File: src/hw/rtl/hsfc_pkg.sv
// Shared types and constants for the half/single float converter.
// Holds the request and response structs, status codes and the class codes
// passed from the decode stage into the pipeline. No dependencies.
package hsfc_pkg;

  localparam logic [1:0] ST_OK         = 2'd0;
  localparam logic [1:0] ST_NOT_FINITE = 2'd1;
  localparam logic [1:0] ST_OVERFLOW   = 2'd2;

  localparam logic [7:0]  SGL_EXP_MAX    = 8'hff;
  localparam logic [7:0]  SGL_EXP_BIG    = 8'd142;
  localparam logic [7:0]  SGL_EXP_NORM   = 8'd113;
  localparam logic [7:0]  SGL_EXP_SUB    = 8'd103;
  localparam logic [7:0]  SGL_SUB_SHIFT  = 8'd126;
  localparam logic [7:0]  EXP_BIAS_DIFF  = 8'd112;
  localparam logic [7:0]  HALF_SUB_EXP   = 8'd113;
  localparam logic [4:0]  HALF_EXP_MAX   = 5'd31;
  localparam logic [23:0] ROUND_HALF     = 24'h000fff;
  localparam logic [14:0] HALF_INF       = 15'h7c00;

  typedef enum logic [2:0] {
    K_ZERO,
    K_W_SUB,
    K_W_NORM,
    K_W_INF,
    K_N_NAN,
    K_N_BIG,
    K_N_NORM,
    K_N_SUB
  } hsfc_kind_t;

  typedef struct packed {
    logic        action;
    logic [31:0] operand;
  } hsfc_req_t;

  typedef struct packed {
    logic [31:0] result;
    logic [1:0]  status;
  } hsfc_rsp_t;

  typedef struct packed {
    hsfc_kind_t  kind;
    logic        action;
    logic        sign;
    logic [3:0]  lz_shift;
    logic [4:0]  hexp;
    logic [9:0]  hfrac;
    logic [7:0]  efield;
    logic [22:0] mant;
    logic [4:0]  sh;
    logic [9:0]  quot;
    logic [22:0] rem;
  } hsfc_dec_t;

endpackage

File: src/hw/rtl/hsfc_decode.sv
// First pipeline stage logic of the half/single float converter: classifies
// the operand, finds the normalizing shift of a half subnormal and aligns a
// single that narrows to a half subnormal. Depends on hsfc_pkg.
module hsfc_decode
  import hsfc_pkg::*;
(
  input  hsfc_req_t request,
  output hsfc_dec_t dec
);

  logic [15:0] half;
  logic [23:0] full;
  logic [23:0] shifted;
  logic [23:0] mask;
  logic [3:0]  lz;
  logic [7:0]  sh_wide;

  always_comb begin
    half    = request.operand[15:0];
    full    = {1'b1, request.operand[22:0]};
    sh_wide = SGL_SUB_SHIFT - request.operand[30:23];
    shifted = full >> sh_wide[4:0];
    mask    = (24'd1 << sh_wide[4:0]) - 24'd1;

    lz = 4'd0;
    for (int i = 0; i < 10; i++) begin
      if (half[i]) begin
        lz = 4'(10 - i);
      end
    end

    dec.action   = request.action;
    dec.sign     = request.action ? request.operand[31] : half[15];
    dec.lz_shift = lz;
    dec.hexp     = half[14:10];
    dec.hfrac    = half[9:0];
    dec.efield   = request.operand[30:23];
    dec.mant     = request.operand[22:0];
    dec.sh       = sh_wide[4:0];
    dec.quot     = shifted[9:0];
    dec.rem      = 23'(full & mask);

    if (!request.action) begin
      if (dec.hexp == 5'd0) begin
        dec.kind = (dec.hfrac == 10'd0) ? K_ZERO : K_W_SUB;
      end else if (dec.hexp == HALF_EXP_MAX) begin
        dec.kind = K_W_INF;
      end else begin
        dec.kind = K_W_NORM;
      end
    end else begin
      if (dec.efield == SGL_EXP_MAX) begin
        dec.kind = K_N_NAN;
      end else if (dec.efield > SGL_EXP_BIG) begin
        dec.kind = K_N_BIG;
      end else if (dec.efield >= SGL_EXP_NORM) begin
        dec.kind = K_N_NORM;
      end else if (dec.efield >= SGL_EXP_SUB) begin
        dec.kind = K_N_SUB;
      end else begin
        dec.kind = K_ZERO;
      end
    end
  end

endmodule

File: src/hw/rtl/half_single_float_converter.sv
// Top level of the half/single float converter: a three-stage pipeline of
// decode, round or normalize, and pack with status. Depends on hsfc_pkg and
// hsfc_decode.
//
// A request is taken at each rising edge where start is high and busy is
// low. Busy never rises, so a request may be presented in every cycle and
// the block sustains one conversion per clock.
// The request carries action (0 widens the low 16 bits of operand from half
// to single, 1 narrows all 32 bits from single to half) and the operand.
// Each response shows on the response port for exactly one cycle with done
// high. It is registered through the decode register, the round register
// and the response register in turn: decode with the alignment shift,
// then the rounding add, then the overflow check and pack.
// Responses leave in request order. The receiver cannot stall, so no
// response is ever held back.
// A half result sits in the low 16 bits of result with the upper bits zero.
// Status is ok, not finite, or overflow; in the last case result is zero.
// Synchronous reset clears the valid bits of all stages, dropping any
// conversions in flight; done is low after reset.
module half_single_float_converter
  import hsfc_pkg::*;
(
  input  logic      clk,
  input  logic      rst,
  input  logic      start,
  output logic      busy,
  input  hsfc_req_t request,
  output logic      done,
  output hsfc_rsp_t response
);

  hsfc_dec_t dec;
  hsfc_dec_t s1;
  logic      s1_valid;

  hsfc_kind_t  s2_kind;
  logic        s2_sign;
  logic [31:0] s2_value;
  logic        s2_valid;

  logic [31:0] s2_value_next;
  hsfc_rsp_t   response_next;

  logic [10:0] norm;
  logic [7:0]  sub_exp;
  logic [23:0] rounded;
  logic [7:0]  hexp_wide;
  logic [14:0] hnorm;
  logic [23:0] mid;
  logic        up;
  logic [10:0] qround;

  assign busy = 1'b0;

  hsfc_decode u_decode (
    .request(request),
    .dec    (dec)
  );

  always_ff @(posedge clk) begin
    if (rst) begin
      s1_valid <= 1'b0;
    end else begin
      s1_valid <= start && !busy;
    end
    s1 <= dec;
  end

  always_comb begin
    norm      = {1'b0, s1.hfrac} << s1.lz_shift;
    sub_exp   = HALF_SUB_EXP - {4'd0, s1.lz_shift};
    rounded   = {1'b0, s1.mant} + ROUND_HALF + {23'd0, s1.mant[13]};
    hexp_wide = s1.efield - EXP_BIAS_DIFF;
    hnorm     = {hexp_wide[4:0], 10'd0} + {4'd0, rounded[23:13]};
    mid       = 24'd1 << (s1.sh - 5'd1);
    up        = ({1'b0, s1.rem} > mid) || (({1'b0, s1.rem} == mid) && s1.quot[0]);
    qround    = {1'b0, s1.quot} + {10'd0, up};

    case (s1.kind)
      K_ZERO:   s2_value_next = s1.action ? {16'd0, s1.sign, 15'd0} : {s1.sign, 31'd0};
      K_W_SUB:  s2_value_next = {s1.sign, sub_exp, norm[9:0], 13'd0};
      K_W_NORM: s2_value_next = {s1.sign, {3'd0, s1.hexp} + EXP_BIAS_DIFF, s1.hfrac, 13'd0};
      K_W_INF:  s2_value_next = {s1.sign, SGL_EXP_MAX, s1.hfrac, 13'd0};
      K_N_NORM: s2_value_next = {17'd0, hnorm};
      K_N_SUB:  s2_value_next = {16'd0, s1.sign, 4'd0, qround};
      default:  s2_value_next = 32'd0;
    endcase
  end

  always_ff @(posedge clk) begin
    if (rst) begin
      s2_valid <= 1'b0;
    end else begin
      s2_valid <= s1_valid;
    end
    s2_kind  <= s1.kind;
    s2_sign  <= s1.sign;
    s2_value <= s2_value_next;
  end

  always_comb begin
    response_next.result = s2_value;
    response_next.status = ST_OK;
    case (s2_kind)
      K_W_INF: response_next.status = ST_NOT_FINITE;
      K_N_NAN: response_next.status = ST_NOT_FINITE;
      K_N_BIG: response_next.status = ST_OVERFLOW;
      K_N_NORM: begin
        if (s2_value[14:0] >= HALF_INF) begin
          response_next.status = ST_OVERFLOW;
          response_next.result = 32'd0;
        end else begin
          response_next.result = {16'd0, s2_sign, s2_value[14:0]};
        end
      end
      default: response_next.status = ST_OK;
    endcase
  end

  always_ff @(posedge clk) begin
    if (rst) begin
      done <= 1'b0;
    end else begin
      done <= s2_valid;
    end
    response <= response_next;
  end

  a_done_has_request: assert property (@(posedge clk) disable iff (rst)
    done |-> $past(start && !busy, 3))
    else $error("response without a matching request");

  a_request_gets_done: assert property (@(posedge clk) disable iff (rst)
    (start && !busy) |-> ##3 done)
    else $error("request lost in the pipeline");

  a_overflow_zero: assert property (@(posedge clk) disable iff (rst)
    (done && response.status == ST_OVERFLOW) |-> (response.result == 32'd0))
    else $error("overflow response with nonzero result");

  a_status_code: assert property (@(posedge clk) disable iff (rst)
    done |-> (response.status == ST_OK || response.status == ST_NOT_FINITE ||
              response.status == ST_OVERFLOW))
    else $error("undefined status code");

endmodule

File: config.mk
export PLATFORM = sky130hd
export DESIGN_NAME = half_single_float_converter
export DESIGN_NICKNAME = d
export VERILOG_FILES = /design/src/hw/rtl/hsfc_pkg.sv /design/src/hw/rtl/hsfc_decode.sv /design/src/hw/rtl/half_single_float_converter.sv
export SDC_FILE = /design/constraint.sdc
export NUM_CORES = 1
export LEC_CHECK = 0
export BUFFER_PORTS_ARGS = -buffer_cell sky130_fd_sc_hd__clkbuf_2
export CORE_AREA = 2 2 102 124
export CTS_CLUSTER_SIZE = 16
export DETAILED_ROUTE_END_ITERATION = 16
export DIE_AREA = 0 0 104 126
export HOLD_SLACK_MARGIN = 0.03
export PLACE_DENSITY_LB_ADDON = 0.08
export REMOVE_ABC_BUFFERS = 1
export SKIP_CTS_REPAIR_TIMING = 1
export SYNTH_ARGS = -nofsm -noshare
export SYNTH_HDL_FRONTEND = slang
export SYNTH_SLANG_ARGS = --single-unit
File: constraint.sdc
create_clock -name clk -period 5.7 [get_ports clk]
set_input_delay 1.14 -clock clk [delete_from_list [all_inputs] [get_ports clk]]
set_output_delay 1.14 -clock clk [all_outputs]
set_load 0.05 [all_outputs]
-- Word level (Yosys, flattened, before mapping)
Index checks and enable logic that the tools add are counted.
- word-level logic and storage cells: 85
- input port bits: 36
- output and inout bits: 36
- flip-flop bits (word level): 163
- $lt $le $gt $ge: 5
- equality and inequality tests: 12
- mux-type cells: 24
- bitwise logic cells: 1
- shift-type cells: 4
- reductions and logical operators: 8
- add/subtract/negate cells: 10
- operators with widths (operator ; number):
    32-bit one-hot mux with 6 select lines ; 1
    32-bit two-way mux ; 2
    3-bit two-way mux ; 10
    23-bit by 12-bit adder with 24-bit output (second input constant) ; 1
    24-bit by 1-bit adder with 24-bit output ; 1
    23-bit by 24-bit == test with 1-bit output ; 1
    23-bit by 24-bit > comparator with 1-bit output ; 1
    1-bit by 5-bit left shift with 24-bit output (first input constant) ; 1
    24-bit by 5-bit right shift with 10-bit output ; 1
    23-bit bitwise AND ; 1
    1-bit by 5-bit left shift with 23-bit output (first input constant) ; 1
    23-bit by 1-bit subtractor with 23-bit output (second input constant) ; 1
    8-bit by 7-bit >= comparator with 1-bit output (second input constant) ; 2
    16-bit two-way mux ; 1
    15-bit by 11-bit adder with 15-bit output ; 1
    3-bit == test (second input constant) ; 5
    15-bit >= comparator (second input constant) ; 1
    4-bit two-way mux ; 3
    10-bit by 1-bit adder with 11-bit output ; 1
    10-bit logical NOT ; 1
    10-bit by 4-bit left shift with 10-bit output ; 1
    3-bit by 2-bit == test with 1-bit output (second input constant) ; 3
    5-bit by 7-bit adder with 8-bit output (second input constant) ; 1
    8-bit == test (second input constant) ; 1
    other kinds (17) ; 21

-- Logic depth before layout (Yosys ltp)
- word-level depth: 9
- depth in mapped cells: 18
- depth with buffers taken out: 18

-- Modules after synthesis
Synthesis repeated with hierarchy kept, for this count alone.
- cell total of the unflattened synthesis: 842
- area, all modules: 8097.8 µm²
- modules (own cells, without submodules) (module ; times used ; area each (µm²) ; seq. area each (µm²) ; cells an instance):
    half_single_float_converter ; 1 ; 5475.3 ; 3223.1 ; 482
    hsfc_decode ; 1 ; 2622.5 ; 0.0 ; 360

-- Least setup slack after synthesis
OpenSTA, ideal clock, no wires.
- path kind: input-to-reg
- start point: input port request[23] in the netlist's numbering
- end point: register s1[20] in the netlist's numbering
- data arrival time: 3.353 ns
- buffers on the path: 4
- stages on the path: 11
- path slack: 2.228 ns
- library setup time: 0.120 ns
- data required time: 5.580 ns
- cells stage by stage: buf_2 > clkinv_1 > buf_2 > ha_1 > clkbuf_1 > nand2_1 > ha_1 > clkbuf_1 > o21ai_2 > and4_1 > o31a_1
- RTL lines (what ; line ; text):
    start, declared ; half_single_float_converter.sv:27 ; input hsfc_req_t request,
    end signal, assigned ; half_single_float_converter.sv:66 ; s1 <= dec;
    end, declared ; half_single_float_converter.sv:33 ; hsfc_dec_t s1;

-- Worst setup path after layout
- start point: register s1[33] in the netlist's numbering
- end point: register s2_value[8]
- word-level cells in the longest chain between the ends: 7
- RTL lines (what ; line ; text):
    5-bit by 1-bit subtractor with 5-bit output (*) ; half_single_float_converter.sv:75 ; mid = 24'd1 << (s1.sh - 5'd1);
    1-bit by 5-bit left shift with 24-bit output (*) ; half_single_float_converter.sv:75 ;
    parallel branches: the longest is 2 deep, another holds 23-bit by 24-bit > comparator with 1-bit output ; - ;
    1-bit logical OR (*) ; half_single_float_converter.sv:76 ; up = ({1'b0, s1.rem} > mid) || (({1'b0, s1.rem} == mid) && s1.quot[0]);
    10-bit by 1-bit adder with 11-bit output (*) ; half_single_float_converter.sv:77 ; qround = {1'b0, s1.quot} + {10'd0, up};
    32-bit one-hot mux with 6 select lines (*) ; half_single_float_converter.sv:79 ; case (s1.kind)
    end signal, assigned ; half_single_float_converter.sv:98 ; s2_value <= s2_value_next;
    end, declared ; half_single_float_converter.sv:38 ; logic [31:0] s2_value;
Every way passes the cells marked *.
A chain may end at the register's enable or synchronous reset.

==> reports/results.txt <==
PortBufs: 70
cell count after synthesis: 761
placed wire-length estimate: 14.1 mm
initial core utilization: 59.2%
first-pass GRT wire length: 29.8 mm
Die ar.: 0.0131 mm^2
CP endpoint kind: flop
vias in the first global route: 5808
total gr overflow: 0
power per cell area: 339 mW/mm^2
CP Launch Type: flop
die height: 126 um
DP Area: 0.00743 mm^2
crit path kind: reg2reg
final worst slack: 1.77 ns
ratio of cells with drive above 1 in the final layout: 16.5%
Seq/Total Area, Yosys: 41.3%
Antenna Cells: 0
maximum vdd drop: 191 uV
Area growth syn-to-layout: 13.6%
unrepaired setup endpoints after global routing: no
max cap viols: 0
Sequential Area: 0.00290 mm^2
Worst Hold Class: reg2reg
I/O pins: 72
share of the synthesized area in the top cell type: 41.3%
P_int: 1860 uW
CTS tree: built
EDFF count, synth: 0
fillers: 999
Leak: 0.00341 uW
Worst slew margin: 24.3%
CTS Sinks: 145
Clock Power Share: 38.3%
largest net degree at the start of global routing: 28
Synth cell types: 70
Routed WL: 18.7 mm
Hold Fails Final Rpt: 0
initial antenna violation count: 0
commonest non-fill, non-tap cells in the layout: 145 x dfxtp_1, 86 x nand2_1, 70 x clkbuf_2, 50 x nor2_1, 39 x ha_1
GRT Total Usage: 29.3%
Final Wtd Congestion: 0.974
final net count: 892
commonest non-fill, non-tap cell in the layout: dfxtp_1
Slew @ Worst Pin: 1.14 ns
Root Buffer Master: clkbuf_16
total number of vias: 5853
number of antenna-violating nets in the routed design: 0
Core Region: 0.0119 mm^2
synthesized area: 0.00704 mm^2
Register-to-Register Setup Slack: 1.77 ns
drt drc: 0
Synth Flop Type: dfxtp_1
Die X: 104 um
setup violators final: 0
Setup Skew: 0.0122 ns
CP max FO: 6
CTS clk-pin slew, worst paths: 0.06 ns
Async SR Flop Fraction: 0%
row count: 44
Logic pwr share: 18.7%
critical path required time: 5.98 ns
drt via density: 5.91
minimum clock period: 3.93 ns
Yosys reg bits: 145
warnings from Yosys: 0
CTS H-tree depth: 4
Max Freq: 254 MHz
Routed WL per cell: 18.8 um
CTS max path bufs: 2
mean post-synth cell area: 9.25 um^2
Sw Pwr: 852 uW
TritonCTS buffer count: 17
Pre-Repair DR Iteration Count: 5
leading area contributor after synthesis: dfxtp_1
pre-CTS WS: 1.58 ns
power share of the sequential group: 43.0%
Net Sw Frac: 31.4%
crit path DAT: 4.21 ns
Final Cycle Share: 69.0%
area of the multi-input gates: 0.00385 mm^2
post-route setup TNS: 0 ns
outcome: completed
1st-iter DRT viols: 407
Clk Latency, worst-skew pair: 0.42 ns
Synth area leaders: dfxtp_1 41%, ha_1 6.9%, mux2i_1 5.3%
Final Slew Violations: 0
post-route design area: 0.00800 mm^2
layout make-up:
class,instances,share of cell area (%)
tap,161,2.52
sequential,145,36.3
inverter,27,1.27
clock buffer,17,5.32
timing repair buffer,73,4.66
clock inverter,15,1.75
multi-input combinational,553,48.2
kinds of logic after synthesis:
logic type                 synth area share, %
AOI/OAI and AO/OA                         14.2
DFF                                       41.3
other                                   0.0533
adders and majority gates                 6.93
muxes                                     9.10
and+or+nand+nor                           20.1
buffers and inverters                     4.00
xor gates and xnor gates                  4.37
path summary, 6_finish.rpt:
| check | cells past startpoint | startpoint | endpoint |
|---|---|---|---|
| hold / removal | 0 | s1[88] | s2_sign |
| setup / recovery | 18 | s1[33] | s2_value[8] |
| setup reg to reg | 18 | s1[33] | s2_value[8] |
| hold reg to reg | 0 | s1[88] | s2_sign |
flip-flops by register name, summed over array words and instances (netlist names):
register	cells
response	33
s2_sign	1
s2_valid	1
s1	74
s1_valid	1
s2_kind	3
s2_value	31
done	1
power groups by stage:
stage | Sequential [uW] | Clock [uW] | Combinational [uW]
detailed placement | 1190 | 0 | 499
floorplan | 1240 | 0 | 285
global route | 1170 | 1090 | 552
global placement | 1180 | 0 | 494
CTS | 1160 | 1050 | 503
finish | 1170 | 1040 | 509
cells in the mapped netlist (9+ instances only):
| master | n |
|---|---|
| ha_1 | 39 |
| buf_2 | 9 |
| clkbuf_1 | 19 |
| xnor2_1 | 17 |
| o22ai_1 | 13 |
| a21oi_1 | 37 |
| nand2_1 | 86 |
| nand4_1 | 9 |
| mux4_2 | 11 |
| dfxtp_1 | 145 |
| inv_1 | 22 |
| nor3_1 | 14 |
| nor2b_1 | 15 |
| xor2_1 | 10 |
| o21ai_0 | 33 |
| nand3_1 | 24 |
| mux2i_1 | 37 |
| and2_1 | 38 |
| nor2_1 | 50 |
worst max-delay path, cell delays in order (launching register included):
cell and delay (ns):
dfxtp_1 0.47, nor2_1 0.12, ha_1 0.34, inv_1 0.09, nor2_1 0.21, nand2_1 0.10, ha_1 0.32, nand3_1 0.07
nor2_1 0.14, nand2_1 0.10, nor4_1 0.42, a221oi_1 0.15, a211oi_1 0.32, ha_1 0.23, ha_1 0.18, nand3_1 0.14
nor2_1 0.19, xnor2_1 0.15, o22ai_1 0.09
metal layers:
metal,vias to the layer above,track usage (%),wire (um)
met5,-,0,0
met1,2759,32.1,7260
met2,228,51.3,9310
li1,2796,-,-
met4,0,18.8,1090
met3,70,6.52,993
stage by stage:
stage | instances | total power (uW) | hold WS (ns) | utilization (%)
2_1_floorplan | 725 | 1520 | 0.359 | -
3_3_place_gp | 959 | 1680 | 0.367 | 62.5
3_5_place_dp | 959 | 1690 | 0.370 | 62.5
4_1_cts | 991 | 2720 | 0.381 | 67.2
5_1_grt | 991 | 2820 | 0.398 | 67.2
6_report | 991 | 2710 | 0.383 | 67.2
Note: power is estimated with default switching activity, not from simulation.
